## src/hpp_pkg.sv

```systemverilog
// ----------------------------------------------------------------------------
// Hyphenation pattern parser package
// Character codes, parse phases, result kinds, beat structs and the
// controller/datapath command and status structs.
// ----------------------------------------------------------------------------
package hpp_pkg;

    localparam logic [15:0] CH_SLASH = 16'h002F;
    localparam logic [15:0] CH_EQUAL = 16'h003D;
    localparam logic [15:0] CH_COMMA = 16'h002C;
    localparam logic [15:0] CH_ZERO  = 16'h0030;
    localparam logic [15:0] CH_NINE  = 16'h0039;

    localparam logic [2:0] PH_KEY   = 3'd0;
    localparam logic [2:0] PH_PRE   = 3'd1;
    localparam logic [2:0] PH_POST  = 3'd2;
    localparam logic [2:0] PH_START = 3'd3;
    localparam logic [2:0] PH_CUT   = 3'd4;
    localparam logic [2:0] PH_STOP  = 3'd5;

    localparam logic [1:0] KIND_KEY  = 2'd0;
    localparam logic [1:0] KIND_PRE  = 2'd1;
    localparam logic [1:0] KIND_POST = 2'd2;
    localparam logic [1:0] KIND_SUM  = 2'd3;

    localparam logic [7:0] SAT_MAX = 8'd255;

    typedef struct packed {
        logic [15:0] ch;
        logic        last;
    } t_in_item;

    typedef struct packed {
        logic [1:0]  kind;
        logic [15:0] out_char;
        logic [7:0]  prio;
        logic [6:0]  key_length;
        logic [6:0]  kept_count;
        logic [6:0]  delete_before;
        logic [7:0]  skip_after;
        logic        nonstandard;
        logic        overflow;
        logic        end_mark;
    } t_out_item;

    typedef struct packed {
        logic accept;
        logic prep;
        logic rd;
        logic chk;
        logic sum;
    } t_dp_cmd;

    typedef struct packed {
        logic walk_go;
        logic hit_odd;
    } t_dp_sts;

    function automatic logic is_digit(logic [15:0] c);
        return (c >= CH_ZERO) && (c <= CH_NINE);
    endfunction

    function automatic logic [7:0] acc_dec(logic [7:0] v, logic [15:0] c);
        logic [11:0] r;
        r = ({4'b0000, v} << 3) + ({4'b0000, v} << 1) + {8'h00, c[3:0]};
        return (r > {4'b0000, SAT_MAX}) ? SAT_MAX : r[7:0];
    endfunction

endpackage

```

## src/hpp_ctrl.sv

```systemverilog
// ----------------------------------------------------------------------------
// Hyphenation pattern parser controller
// Takes characters while idle; after the last one, sequences the summary
// setup, the delete-count walk over the priority store and the summary beat.
// ----------------------------------------------------------------------------
module hpp_ctrl
    import hpp_pkg::*;
(
    input  logic    i_clk,
    input  logic    i_rst_n,
    input  logic    start,
    input  logic    i_last,
    input  t_dp_sts i_sts,
    output t_dp_cmd o_cmd,
    output logic    busy
);

    localparam logic [2:0] S_IDLE = 3'd0;
    localparam logic [2:0] S_PREP = 3'd1;
    localparam logic [2:0] S_RD   = 3'd2;
    localparam logic [2:0] S_CHK  = 3'd3;
    localparam logic [2:0] S_SUM  = 3'd4;

    logic [2:0] r_state;
    logic [2:0] n_state;

    always_ff @(posedge i_clk) begin
        if (!i_rst_n) begin
            r_state <= S_IDLE;
        end else begin
            r_state <= n_state;
        end
    end

    always_comb begin
        n_state = r_state;
        o_cmd   = '0;
        unique case (r_state)
            S_IDLE: begin
                if (start) begin
                    o_cmd.accept = 1'b1;
                    if (i_last) begin
                        n_state = S_PREP;
                    end
                end
            end
            S_PREP: begin
                o_cmd.prep = 1'b1;
                n_state    = S_RD;
            end
            S_RD: begin
                if (i_sts.walk_go) begin
                    o_cmd.rd = 1'b1;
                    n_state  = S_CHK;
                end else begin
                    n_state = S_SUM;
                end
            end
            S_CHK: begin
                o_cmd.chk = 1'b1;
                n_state   = i_sts.hit_odd ? S_SUM : S_RD;
            end
            S_SUM: begin
                o_cmd.sum = 1'b1;
                n_state   = S_IDLE;
            end
            default: begin
                n_state = S_IDLE;
            end
        endcase
    end

    assign busy = (r_state != S_IDLE);

endmodule

```

## src/hpp_datapath.sv

```systemverilog
// ----------------------------------------------------------------------------
// Hyphenation pattern parser datapath
// Parse state, priority parity store, delete-count walk registers and the
// registered result beat.
// ----------------------------------------------------------------------------
module hpp_datapath
    import hpp_pkg::*;
#(
    parameter int MAX_LETTERS = 64
)
(
    input  logic      i_clk,
    input  logic      i_rst_n,
    input  t_dp_cmd   i_cmd,
    input  t_in_item  i_data,
    output t_dp_sts   o_sts,
    output logic      o_strobe,
    output t_out_item o_result
);

    localparam int CW = $clog2(MAX_LETTERS + 2);
    localparam int AW = $clog2(MAX_LETTERS);
    localparam int JW = ((CW > 8) ? CW : 8) + 1;

    logic [2:0]    r_phase, n_phase;
    logic [7:0]    r_rp, n_rp;
    logic [CW-1:0] r_lc, n_lc;
    logic [CW-1:0] r_lnz, n_lnz;
    logic [7:0]    r_start, n_start;
    logic [7:0]    r_cut, n_cut;
    logic          r_ovf, n_ovf;
    logic [7:0]    r_final, n_final;
    logic          r_ns, n_ns;
    logic [JW-1:0] r_j, n_j;
    logic [JW-1:0] r_end, n_end;
    logic [CW-1:0] r_del, n_del;
    logic [7:0]    r_skip, n_skip;
    logic          r_strobe, n_strobe;
    t_out_item     r_result, n_result;
    logic          r_rd_bit;

    logic          r_par_mem [MAX_LETTERS];
    logic          w_we;
    logic [AW-1:0] w_waddr;
    logic          w_wbit;
    logic [JW-1:0] w_jm1;
    logic [AW-1:0] w_raddr;

    logic          w_fk;
    logic [JW-1:0] w_diff;
    logic          w_lc_ge;
    logic [7:0]    w_cutv;
    logic [7:0]    w_startv;
    logic          w_ns;

    always_ff @(posedge i_clk) begin
        if (!i_rst_n) begin
            r_phase  <= PH_KEY;
            r_rp     <= '0;
            r_lc     <= '0;
            r_lnz    <= '0;
            r_start  <= '0;
            r_cut    <= '0;
            r_ovf    <= 1'b0;
            r_strobe <= 1'b0;
        end else begin
            r_phase  <= n_phase;
            r_rp     <= n_rp;
            r_lc     <= n_lc;
            r_lnz    <= n_lnz;
            r_start  <= n_start;
            r_cut    <= n_cut;
            r_ovf    <= n_ovf;
            r_strobe <= n_strobe;
        end
    end

    always_ff @(posedge i_clk) begin
        r_final  <= n_final;
        r_ns     <= n_ns;
        r_j      <= n_j;
        r_end    <= n_end;
        r_del    <= n_del;
        r_skip   <= n_skip;
        r_result <= n_result;
    end

    always_ff @(posedge i_clk) begin
        if (w_we) begin
            r_par_mem[w_waddr] <= w_wbit;
        end
    end

    assign w_jm1   = r_j - JW'(1);
    assign w_raddr = w_jm1[AW-1:0];

    always_ff @(posedge i_clk) begin
        if (i_cmd.rd) begin
            r_rd_bit <= r_par_mem[w_raddr];
        end
    end

    assign w_diff   = JW'(r_lc) - JW'(r_start);
    assign w_lc_ge  = (JW'(r_lc) >= JW'(r_start));
    assign w_ns     = (r_phase != PH_KEY);
    assign w_startv = (r_start == '0) ? 8'd1 : r_start;

    always_comb begin
        if ((r_phase == PH_PRE) || (r_phase == PH_POST) || (r_phase == PH_START)) begin
            if (!w_lc_ge) begin
                w_cutv = '0;
            end else if (w_diff > JW'(SAT_MAX)) begin
                w_cutv = SAT_MAX;
            end else begin
                w_cutv = w_diff[7:0];
            end
        end else begin
            w_cutv = r_cut;
        end
    end

    always_comb begin
        n_phase  = r_phase;
        n_rp     = r_rp;
        n_lc     = r_lc;
        n_lnz    = r_lnz;
        n_start  = r_start;
        n_cut    = r_cut;
        n_ovf    = r_ovf;
        n_final  = r_final;
        n_ns     = r_ns;
        n_j      = r_j;
        n_end    = r_end;
        n_del    = r_del;
        n_skip   = r_skip;
        n_strobe = 1'b0;
        n_result = r_result;
        w_we     = 1'b0;
        w_waddr  = '0;
        w_wbit   = 1'b0;
        w_fk     = 1'b0;

        if (i_cmd.accept) begin
            unique case (r_phase)
                PH_KEY: begin
                    if (i_data.ch == CH_SLASH) begin
                        w_fk    = 1'b1;
                        n_phase = PH_PRE;
                    end else if (is_digit(i_data.ch)) begin
                        n_rp = acc_dec(r_rp, i_data.ch);
                    end else begin
                        n_strobe          = 1'b1;
                        n_result          = '0;
                        n_result.kind     = KIND_KEY;
                        n_result.out_char = i_data.ch;
                        n_result.prio     = r_rp;
                        if (r_lc < CW'(MAX_LETTERS)) begin
                            w_we    = 1'b1;
                            w_waddr = r_lc[AW-1:0];
                            w_wbit  = r_rp[0];
                            if (r_rp != '0) begin
                                n_lnz = r_lc + CW'(1);
                            end
                            n_lc = r_lc + CW'(1);
                        end else begin
                            n_ovf = 1'b1;
                        end
                        n_rp = '0;
                    end
                end
                PH_PRE: begin
                    if (i_data.ch == CH_EQUAL) begin
                        n_phase = PH_POST;
                    end else begin
                        n_strobe          = 1'b1;
                        n_result          = '0;
                        n_result.kind     = KIND_PRE;
                        n_result.out_char = i_data.ch;
                    end
                end
                PH_POST: begin
                    if (i_data.ch == CH_COMMA) begin
                        n_phase = PH_START;
                    end else begin
                        n_strobe          = 1'b1;
                        n_result          = '0;
                        n_result.kind     = KIND_POST;
                        n_result.out_char = i_data.ch;
                    end
                end
                PH_START: begin
                    if (i_data.ch == CH_COMMA) begin
                        n_phase = PH_CUT;
                    end else if (is_digit(i_data.ch)) begin
                        n_start = acc_dec(r_start, i_data.ch);
                    end
                end
                PH_CUT: begin
                    if (is_digit(i_data.ch)) begin
                        n_cut = acc_dec(r_cut, i_data.ch);
                    end else begin
                        n_phase = PH_STOP;
                    end
                end
                default: begin
                end
            endcase
            if (i_data.last && (n_phase == PH_KEY)) begin
                w_fk = 1'b1;
            end
            if (w_fk) begin
                n_final = n_rp;
                if (n_rp != '0) begin
                    n_lnz = n_lc + CW'(1);
                end
                n_rp = '0;
            end
        end

        if (i_cmd.prep) begin
            n_ns   = w_ns;
            n_j    = JW'(w_startv);
            n_end  = JW'(w_startv) + JW'(w_cutv);
            n_del  = '0;
            n_skip = w_ns ? w_cutv : 8'd0;
        end

        if (i_cmd.chk && !r_rd_bit) begin
            n_del  = r_del + CW'(1);
            n_skip = r_skip - 8'd1;
            n_j    = r_j + JW'(1);
        end

        if (i_cmd.sum) begin
            n_strobe               = 1'b1;
            n_result               = '0;
            n_result.kind          = KIND_SUM;
            n_result.prio          = r_final;
            n_result.key_length    = 7'(r_lc);
            n_result.kept_count    = 7'(r_lnz);
            n_result.delete_before = 7'(r_del);
            n_result.skip_after    = r_skip;
            n_result.nonstandard   = r_ns;
            n_result.overflow      = r_ovf;
            n_result.end_mark      = 1'b1;
            n_phase                = PH_KEY;
            n_rp                   = '0;
            n_lc                   = '0;
            n_lnz                  = '0;
            n_start                = '0;
            n_cut                  = '0;
            n_ovf                  = 1'b0;
        end
    end

    assign o_sts.walk_go = r_ns && (r_j < r_end) && (r_j < JW'(r_lnz));
    assign o_sts.hit_odd = r_rd_bit;
    assign o_strobe      = r_strobe;
    assign o_result      = r_result;

endmodule

```

## src/hyphenation_pattern_parser.sv

```systemverilog
// ----------------------------------------------------------------------------
// Hyphenation pattern parser
// Parses one pattern character per beat into key letters with priorities,
// insert texts and a closing summary beat.
// ----------------------------------------------------------------------------
// A character is taken on any cycle with start high and busy low, one per
// cycle while busy stays low; a key letter or insert character appears on
// o_result with o_strobe the cycle after it is taken. The beat marked last
// raises busy for the summary setup and the delete-count walk, which visits
// fewer entries than the kept priority count: each visited entry costs one
// read of the priority store and one check. The walk stops on an odd
// priority or, after a final pass through the read state, when it runs out
// of entries; a standard pattern visits no entries. The summary beat
// appears in the first cycle with busy low. Results cannot be stalled, so a
// receiver must take every strobed beat.
module hyphenation_pattern_parser
    import hpp_pkg::*;
#(
    parameter int MAX_LETTERS = 64
)
(
    input  logic      i_clk,
    input  logic      i_rst_n,
    input  logic      start,
    output logic      busy,
    input  t_in_item  i_data,
    output logic      o_strobe,
    output t_out_item o_result
);

    t_dp_cmd w_cmd;
    t_dp_sts w_sts;

    hpp_ctrl u_ctrl (
        .i_clk   (i_clk),
        .i_rst_n (i_rst_n),
        .start   (start),
        .i_last  (i_data.last),
        .i_sts   (w_sts),
        .o_cmd   (w_cmd),
        .busy    (busy)
    );

    hpp_datapath #(
        .MAX_LETTERS (MAX_LETTERS)
    ) u_datapath (
        .i_clk    (i_clk),
        .i_rst_n  (i_rst_n),
        .i_cmd    (w_cmd),
        .i_data   (i_data),
        .o_sts    (w_sts),
        .o_strobe (o_strobe),
        .o_result (o_result)
    );

    a_last_goes_busy: assert property (@(posedge i_clk) disable iff (!i_rst_n)
        start && !busy && i_data.last |=> busy)
        else $error("last beat did not start the summary sequence");

    a_char_follows_accept: assert property (@(posedge i_clk) disable iff (!i_rst_n)
        o_strobe && !o_result.end_mark |-> $past(start && !busy))
        else $error("character beat without a preceding accept");

    a_standard_summary: assert property (@(posedge i_clk) disable iff (!i_rst_n)
        o_strobe && o_result.end_mark && !o_result.nonstandard
            |-> (o_result.delete_before == '0) && (o_result.skip_after == '0))
        else $error("standard pattern summary carries delete or skip counts");

endmodule

```

## config.mk

```make
export PLATFORM = sky130hd
export DESIGN_NAME = hyphenation_pattern_parser
export DESIGN_NICKNAME = d
export VERILOG_FILES = /design/src/hpp_pkg.sv /design/src/hpp_ctrl.sv /design/src/hpp_datapath.sv /design/src/hyphenation_pattern_parser.sv
export SDC_FILE = /design/constraint.sdc
export NUM_CORES = 1
export LEC_CHECK = 0
export BUFFER_PORTS_ARGS = -buffer_cell sky130_fd_sc_hd__buf_4
export CAP_MARGIN = 10
export CORE_ASPECT_RATIO = 0.75
export CORE_UTILIZATION = 58
export CTS_BUF_LIST = sky130_fd_sc_hd__clkbuf_8
export CTS_CLUSTER_SIZE = 20
export DETAILED_ROUTE_END_ITERATION = 10
export PLACE_DENSITY = 0.77
export SYNTH_ARGS = -nofsm -noshare
export SYNTH_HDL_FRONTEND = slang
export SYNTH_SLANG_ARGS = --single-unit
```

## constraint.sdc

```tcl
create_clock -name i_clk -period 4.9 [get_ports i_clk]
set_input_delay 0.49 -clock i_clk [delete_from_list [all_inputs] [get_ports i_clk]]
set_output_delay 0.49 -clock i_clk [all_outputs]
set_load 0.01 [all_outputs]
```

### Word-level counts from Yosys, hierarchy flattened

Memories as Yosys holds them, arrays and structs flattened. A register that Yosys moved wholly into a read port is not among the register bits.
Index checks and enable logic that the tools add are counted.

| word-level totals | value |
|---|---|
| register bits | 146 |
| RAM bits | 64 |
| bits of input ports | 20 |
| output and inout port bits | 60 |
| word-level logic and storage cells | 189 |
| memories | 1 |

Memories:

| name | words | bits a word | rd ports | clocked after memory_dff | write ports | RTL line | source |
|---|---|---|---|---|---|---|---|
| u_datapath.r_par_mem | 64 | 1 | 1 | 1 | 1 | hpp_datapath.sv:42 | `logic r_par_mem [MAX_LETTERS];` |

| cells by class | value |
|---|---|
| $add $sub $neg | 14 |
| order comparisons | 10 |
| equality and inequality tests | 21 |
| multiplexer cells | 85 |
| bitwise gates (word level) | 5 |
| reduce and logical (&&, ||, !) cells | 28 |

Operators with widths:

| cell | count |
|---|---|
| $mux 58 | 4 |
| $pmux 58 s3 | 1 |
| $mux 8 | 15 |
| $mux 7 | 14 |
| $mux 40 | 2 |
| $eq 16x6->1 const B | 3 |
| $add 11x9->12 | 3 |
| $add 12x4->12 | 3 |
| $gt 12x8->1 const B | 3 |
| $mux 3 | 10 |
| $mux 6 | 5 |
| $mux 1 | 29 |
| $add 7x1->7 const B | 3 |
| $mux 9 | 2 |
| $ge 16x6->1 const B | 1 |
| $le 16x6->1 const B | 1 |
| $reduce_bool 8->1 | 2 |
| $pmux 3 s5 | 1 |
| $eq 3x2->1 const B | 4 |
| $ne 2x2->1 const B | 6 |
| $ne 3x3->1 const B | 4 |
| $pmux 3 s4 | 1 |
| $reduce_and 6->1 | 2 |
| $add 8x8->9 | 1 |
| other kinds (26) | 43 |

### Depth between registers and ports, before layout

| logic depth | value |
|---|---|
| depth in word-level cells | 11 |
| mapped depth | 20 |
| depth with buffers taken out | 20 |

### By module

A second synthesis with hierarchy kept.

| unflattened totals | value |
|---|---|
| cells, all modules | 1158 |
| area, all modules | 12004.0 µm² |

Modules (own cells, without submodules):

| module | instances | cells an instance | area each (µm²) | seq. area each (µm²) |
|---|---|---|---|---|
| hpp_datapath | 1 | 1136 | 11818.8 | 5625.4 |
| hpp_ctrl | 1 | 22 | 185.2 | 60.1 |

### Worst setup path after synthesis

No wires, ideal clock.

| path | value |
|---|---|
| path kind | register to register |
| start point | register u_datapath.r_lc[0] |
| end point | register u_datapath.r_end[8], data pin |
| setup time | 257 ps |
| arrival time | 3558 ps |
| required time | 4643 ps |
| setup slack | 1085 ps |
| cell stages (with the launch flop) | 21 |
| buffers on the path | 0 |
| period minus slack after synthesis | 3815 ps |
| cell sequence | dfxtp_1 -> inv_1 -> ha_1 -> fa_1 -> nor2b_1 -> o21ai_0 -> a21boi_0 -> o21ai_0 -> a21oi_1 -> nand2_1 -> a22o_1 -> ha_1 -> fa_1 -> a21oi_1 -> nor2_1 -> nor2_1 -> o21bai_1 -> a21oi_1 -> nor2b_1 -> o21ai_0 -> nand2b_1 |

| between the ends | value |
|---|---|
| word-level cells in the longest chain between the ends | 6 |
| elaborated cells between the ends (all ways) | 7 |
| those cells by class | add/sub: 2; order compare: 2; mux: 3 |

Ends and longest elaborated chain:

| item | RTL line | source |
|---|---|---|
| from (decl) | hpp_datapath.sv:27 | `logic [CW-1:0] r_lc, n_lc;` |
| from (signal assigned) | hpp_datapath.sv:69 | `r_lc <= n_lc;` |
| $sub 7x8->9 | hpp_datapath.sv:103 | `assign w_diff = JW'(r_lc) - JW'(r_start);` |
| $gt 9x8->1 | hpp_datapath.sv:112 | `end else if (w_diff > JW'(SAT_MAX)) begin` |
| $mux 8 | hpp_datapath.sv:112 |  |
| $mux 8 * | hpp_datapath.sv:110 | `if (!w_lc_ge) begin` |
| $mux 8 * | hpp_datapath.sv:109 | `if ((r_phase == PH_PRE) \|\| (r_phase == PH_POST) \|\| (r_phase == PH_START)) begin` |
| $add 8x8->9 * | hpp_datapath.sv:223 | `n_end = JW'(w_startv) + JW'(w_cutv);` |
| to (signal assigned) | hpp_datapath.sv:82 | `r_end <= n_end;` |
| to (decl) | hpp_datapath.sv:35 | `logic [JW-1:0] r_end, n_end;` |

Every way passes the cells marked *; elsewhere a longest branch is shown, timed or not.
A chain may end at the register's enable or synchronous reset.

### Final worst setup path

Ends and elaborated chain as after synthesis.

==> flow_summary_export.csv <==
group,metric,value,unit
timing,fmax,0.220,GHz
logic_synthesis,ys_top_cells_by_count,"nor2_1, edfxtp_1, ha_1, nand2_1",
timing,tns,0,ns
critical_path,rr_startpoint,"u_datapath.r_lc[0]",
worst_hold_path,hp-class,"primary input to flip-flop",
timing,finalMaxSlewViolations,0,
global_routing,overflow,0,
global_routing,grt_pass1_wl,45.5,mm
critical_path,startpoint_type,"flip-flop",
floorplanning,dieArea,21200,um2
route,drc,0,
run,maxCapViolCount,0,
logic_synthesis,synth_most_common_cell,"nor2_1",
global_routing,grtUsageTotal,27.3,%
logic_synthesis,synth.avg_cell_area,10.4,um2
logic_synthesis,ys_ff_latch,211,
logic_synthesis,synthMuxAreaShare,5.66,%
route,ant_nets,0,
clock_tree,cts_setup_buffers,0,
critical_path,worst_ep_arrival_time,4.83,ns
floorplanning,die_y,126,um
pwr,power.density,280,nW/um2
placement,globalplace.congestion,0.925,
clock_tree,root_buffer,"clkbuf_8",
logic_synthesis,synth_compound_area_share,12.0,%
timing,period_needed,4.54,ns
floorplanning,start_util,59.2,%
logic_synthesis,ys_seq_area_share,47.5,%
route,wirelength,28.2,mm
route,drt_iter0_drc,841,
logic_synthesis,yosysTopAreaCell,"edfxtp_1",
timing,hold_viol_final,0,
logic_synthesis,syn_inst,1150,
floorplanning,core,20200,um2
placement,io_buffers,79,
route,avgRoutedWirePerCell,18.6,um
logic_synthesis,synthAdderAreaFrac,9.92,%
logic_synthesis,async_reset_ff_share,0,%
floorplanning,rows,45,
route,routed_via_density,6.09,
clock_tree,cts.htree.levels,2,
route,vias,9227,
clock_tree,clkTransAtPathRegs,0.06,ns
logic_synthesis,ys.warnings.count,0,
logic_synthesis,synth_top_area_share,36.7,%
timing,worstMarginPinSlew,1.07,ns
logic_synthesis,synth_ff_type,"edfxtp_1",
timing,fin_skew,0.0156,ns
logic_synthesis,synth_enable_flop_cells,146,
clock_tree,cts_inserted_buffers,35,
clock_tree,cts.sinks,211,
critical_path,cp-startpoint,"u_datapath.r_lc[0]",
outcome,run_status,"complete, no violations",
pwr,totalPowerFinal,3760,uW
logic_synthesis,ys_types,76,
placement,dpl.hpwl,19.8,mm
timing,grt_setup_unrepaired,"no",
layout,drive_above_1_share,15.0,%
floorplanning,die_w,168,um
logic_synthesis,netlist_area,12000,um2
clock_tree,cts.repair.resized,0,
critical_path,crit_fanout,7,
critical_path,crit_path_end_kind,"flip-flop",
pwr,leakage,0.00534,uW
critical_path,critPathKind,"flip-flop to flip-flop",
timing,max-slew-margin-rel,28.7,%
global_routing,first_global_vias,8729,
layout,fin_nets,1342,
clock_tree,ctsHoldBuffers,0,
logic_synthesis,synthSimpleGateAreaFrac,17.1,%
critical_path,required,5.19,ns
clock_tree,clock_path_buffers,3,
timing,setup_viol,0,
floorplanning,pin_count,80,
timing,period_share,92.6,%
global_routing,grt_max_degree,65,
clock_tree,cts_tree,"yes",
route,firstDrtPassIters,7,
worst_hold_path,hp-start,"i_data[15]",
logic_synthesis,synth_top_family_by_area,"simple AND/OR/NAND/NOR gates",
layout,fillers,1594,
global_routing,antenna_found_initial,0,
layout,n_antenna_cell,0,
layout,syn2layout_area_growth,12.4,%
logic_synthesis,synth_area_leaders,"edfxtp_1, dfxtp_1, ha_1, nor2_1, mux4_2",
logic_synthesis,synth_xor_area_share,3.95,%
logic_synthesis,syn_nets,1260,
pwr,peakVddDrop,0.225,mV
clock_tree,insertion_delay,0.53,ns
==> logic make-up after synthesis <==
group	after synthesis
AOI/OAI and AO/OA	218
xor gates and xnor gates	54
adders and majority gates	90
buffers and inverters	117
DFF	211
muxes	47
and+or+nand+nor	413
==> metrics by stage <==
step / util [%] / instances / instance area (um2) / setup slack (ns) / hold WS [ns]
final: 66.5 / 1516 / 13400 / 0.365 / 0.224
after global routing: 66.5 / 1516 / 13400 / 0.0248 / 0.237
after CTS: 66.5 / 1516 / 13400 / 0.496 / 0.201
after detailed placement: 63.4 / 1453 / 12800 / 0.525 / 0.485
after global placement: 63.4 / 1453 / 12800 / 0.736 / 0.457
after floorplan: - / 1150 / 12000 / 1.09 / 0.429
==> registers in the layout (all words and copies together) (netlist names) <==
name                  cells
u_ctrl.r_state            3
u_datapath.o_result      58
u_datapath.r_lc           7
u_datapath.r_del          7
u_datapath.r_end          9
u_datapath.r_ovf          1
u_datapath.r_skip         8
u_datapath.r_rp           8
u_datapath.r_ns           1
u_datapath.r_rd_bit       1
u_datapath.r_phase        3
u_datapath.r_j            9
u_datapath.o_strobe       1
u_datapath.r_lnz          7
u_datapath.r_start        8
u_datapath.r_final        8
u_datapath.r_cut          8
u_datapath.r_par_mem     64
==> path summary, 6_finish.rpt <==
| check | end | slack (ns) | cells after the start |
|---|---|---|---|
| max reg2reg | u_datapath.r_end[8] | 0.36 | 20 |
| min reg2reg | u_datapath.o_result[0] | 0.49 | 2 |
| min | u_datapath.o_result[54] | 0.22 | 3 |
| max | u_datapath.r_end[8] | 0.36 | 20 |
==> worst max-delay path, cell delays in order (launching register included) <==
cell	delay, ns
dfxtp_1	0.47
inv_1	0.13
ha_1	0.23
fa_1	0.39
nor2b_1	0.17
o21ai_0	0.13
a21boi_0	0.28
o21ai_0	0.15
a21oi_1	0.36
nand2_1	0.11
a22o_1	0.24
ha_1	0.21
fa_1	0.42
a21oi_1	0.16
nor2_1	0.06
nor2_1	0.16
o21bai_1	0.09
a21oi_1	0.24
nor2b_1	0.08
o21ai_0	0.15
nand2b_1	0.07
==> final cells by class <==
class                      count  area [um2]  share of cell area [%]
multi-input combinational    822        5810                    43.2
sequential                   211        5690                    42.3
timing repair buffer         101         758                    5.64
clock buffer                  38         523                    3.89
tap                          258         323                    2.40
inverter                      61         229                    1.70
clock inverter                25         113                   0.838
==> cells in the final DEF, fill, tap and decap left out, drive strengths merged, types with 5 or more instances in the layout <==
master	netlist	layout
o21ai	67	67
o211ai	5	5
nand2b	13	13
fa	8	8
nor4	16	16
o21a	10	10
a22o	19	19
inv	61	75
nand3	33	33
nand4	11	11
clkinv	0	10
a31oi	6	6
nand2	70	70
a22oi	11	11
buf	12	101
and3	28	28
mux4	16	16
xnor2	29	29
mux2	5	5
clkbuf	44	38
ha	82	82
a21oi	48	48
dfxtp	65	65
mux2i	26	26
or3	5	5
xor2	25	25
nor3	26	26
and2	7	7
a21o	13	13
nor2	161	161
nor2b	13	13
or4	8	8
edfxtp	146	146
==> power by group <==
group          internal (uW)  switching (uW)  total [uW]
clock                    721             711        1430
sequential              1950            34.4        1980
combinational            138             205         343
total                   2810             951        3760
==> per-layer routing <==
metal,GRT usage [%],up-vias,share of wire (%)
met2,41.1,422,43
met5,0,-,0
li1,-,4368,-
met1,39.3,4377,45
met3,5.34,60,8.8
met4,9.98,0,2.4
No activity file was read; power rests on OpenSTA's default activity.
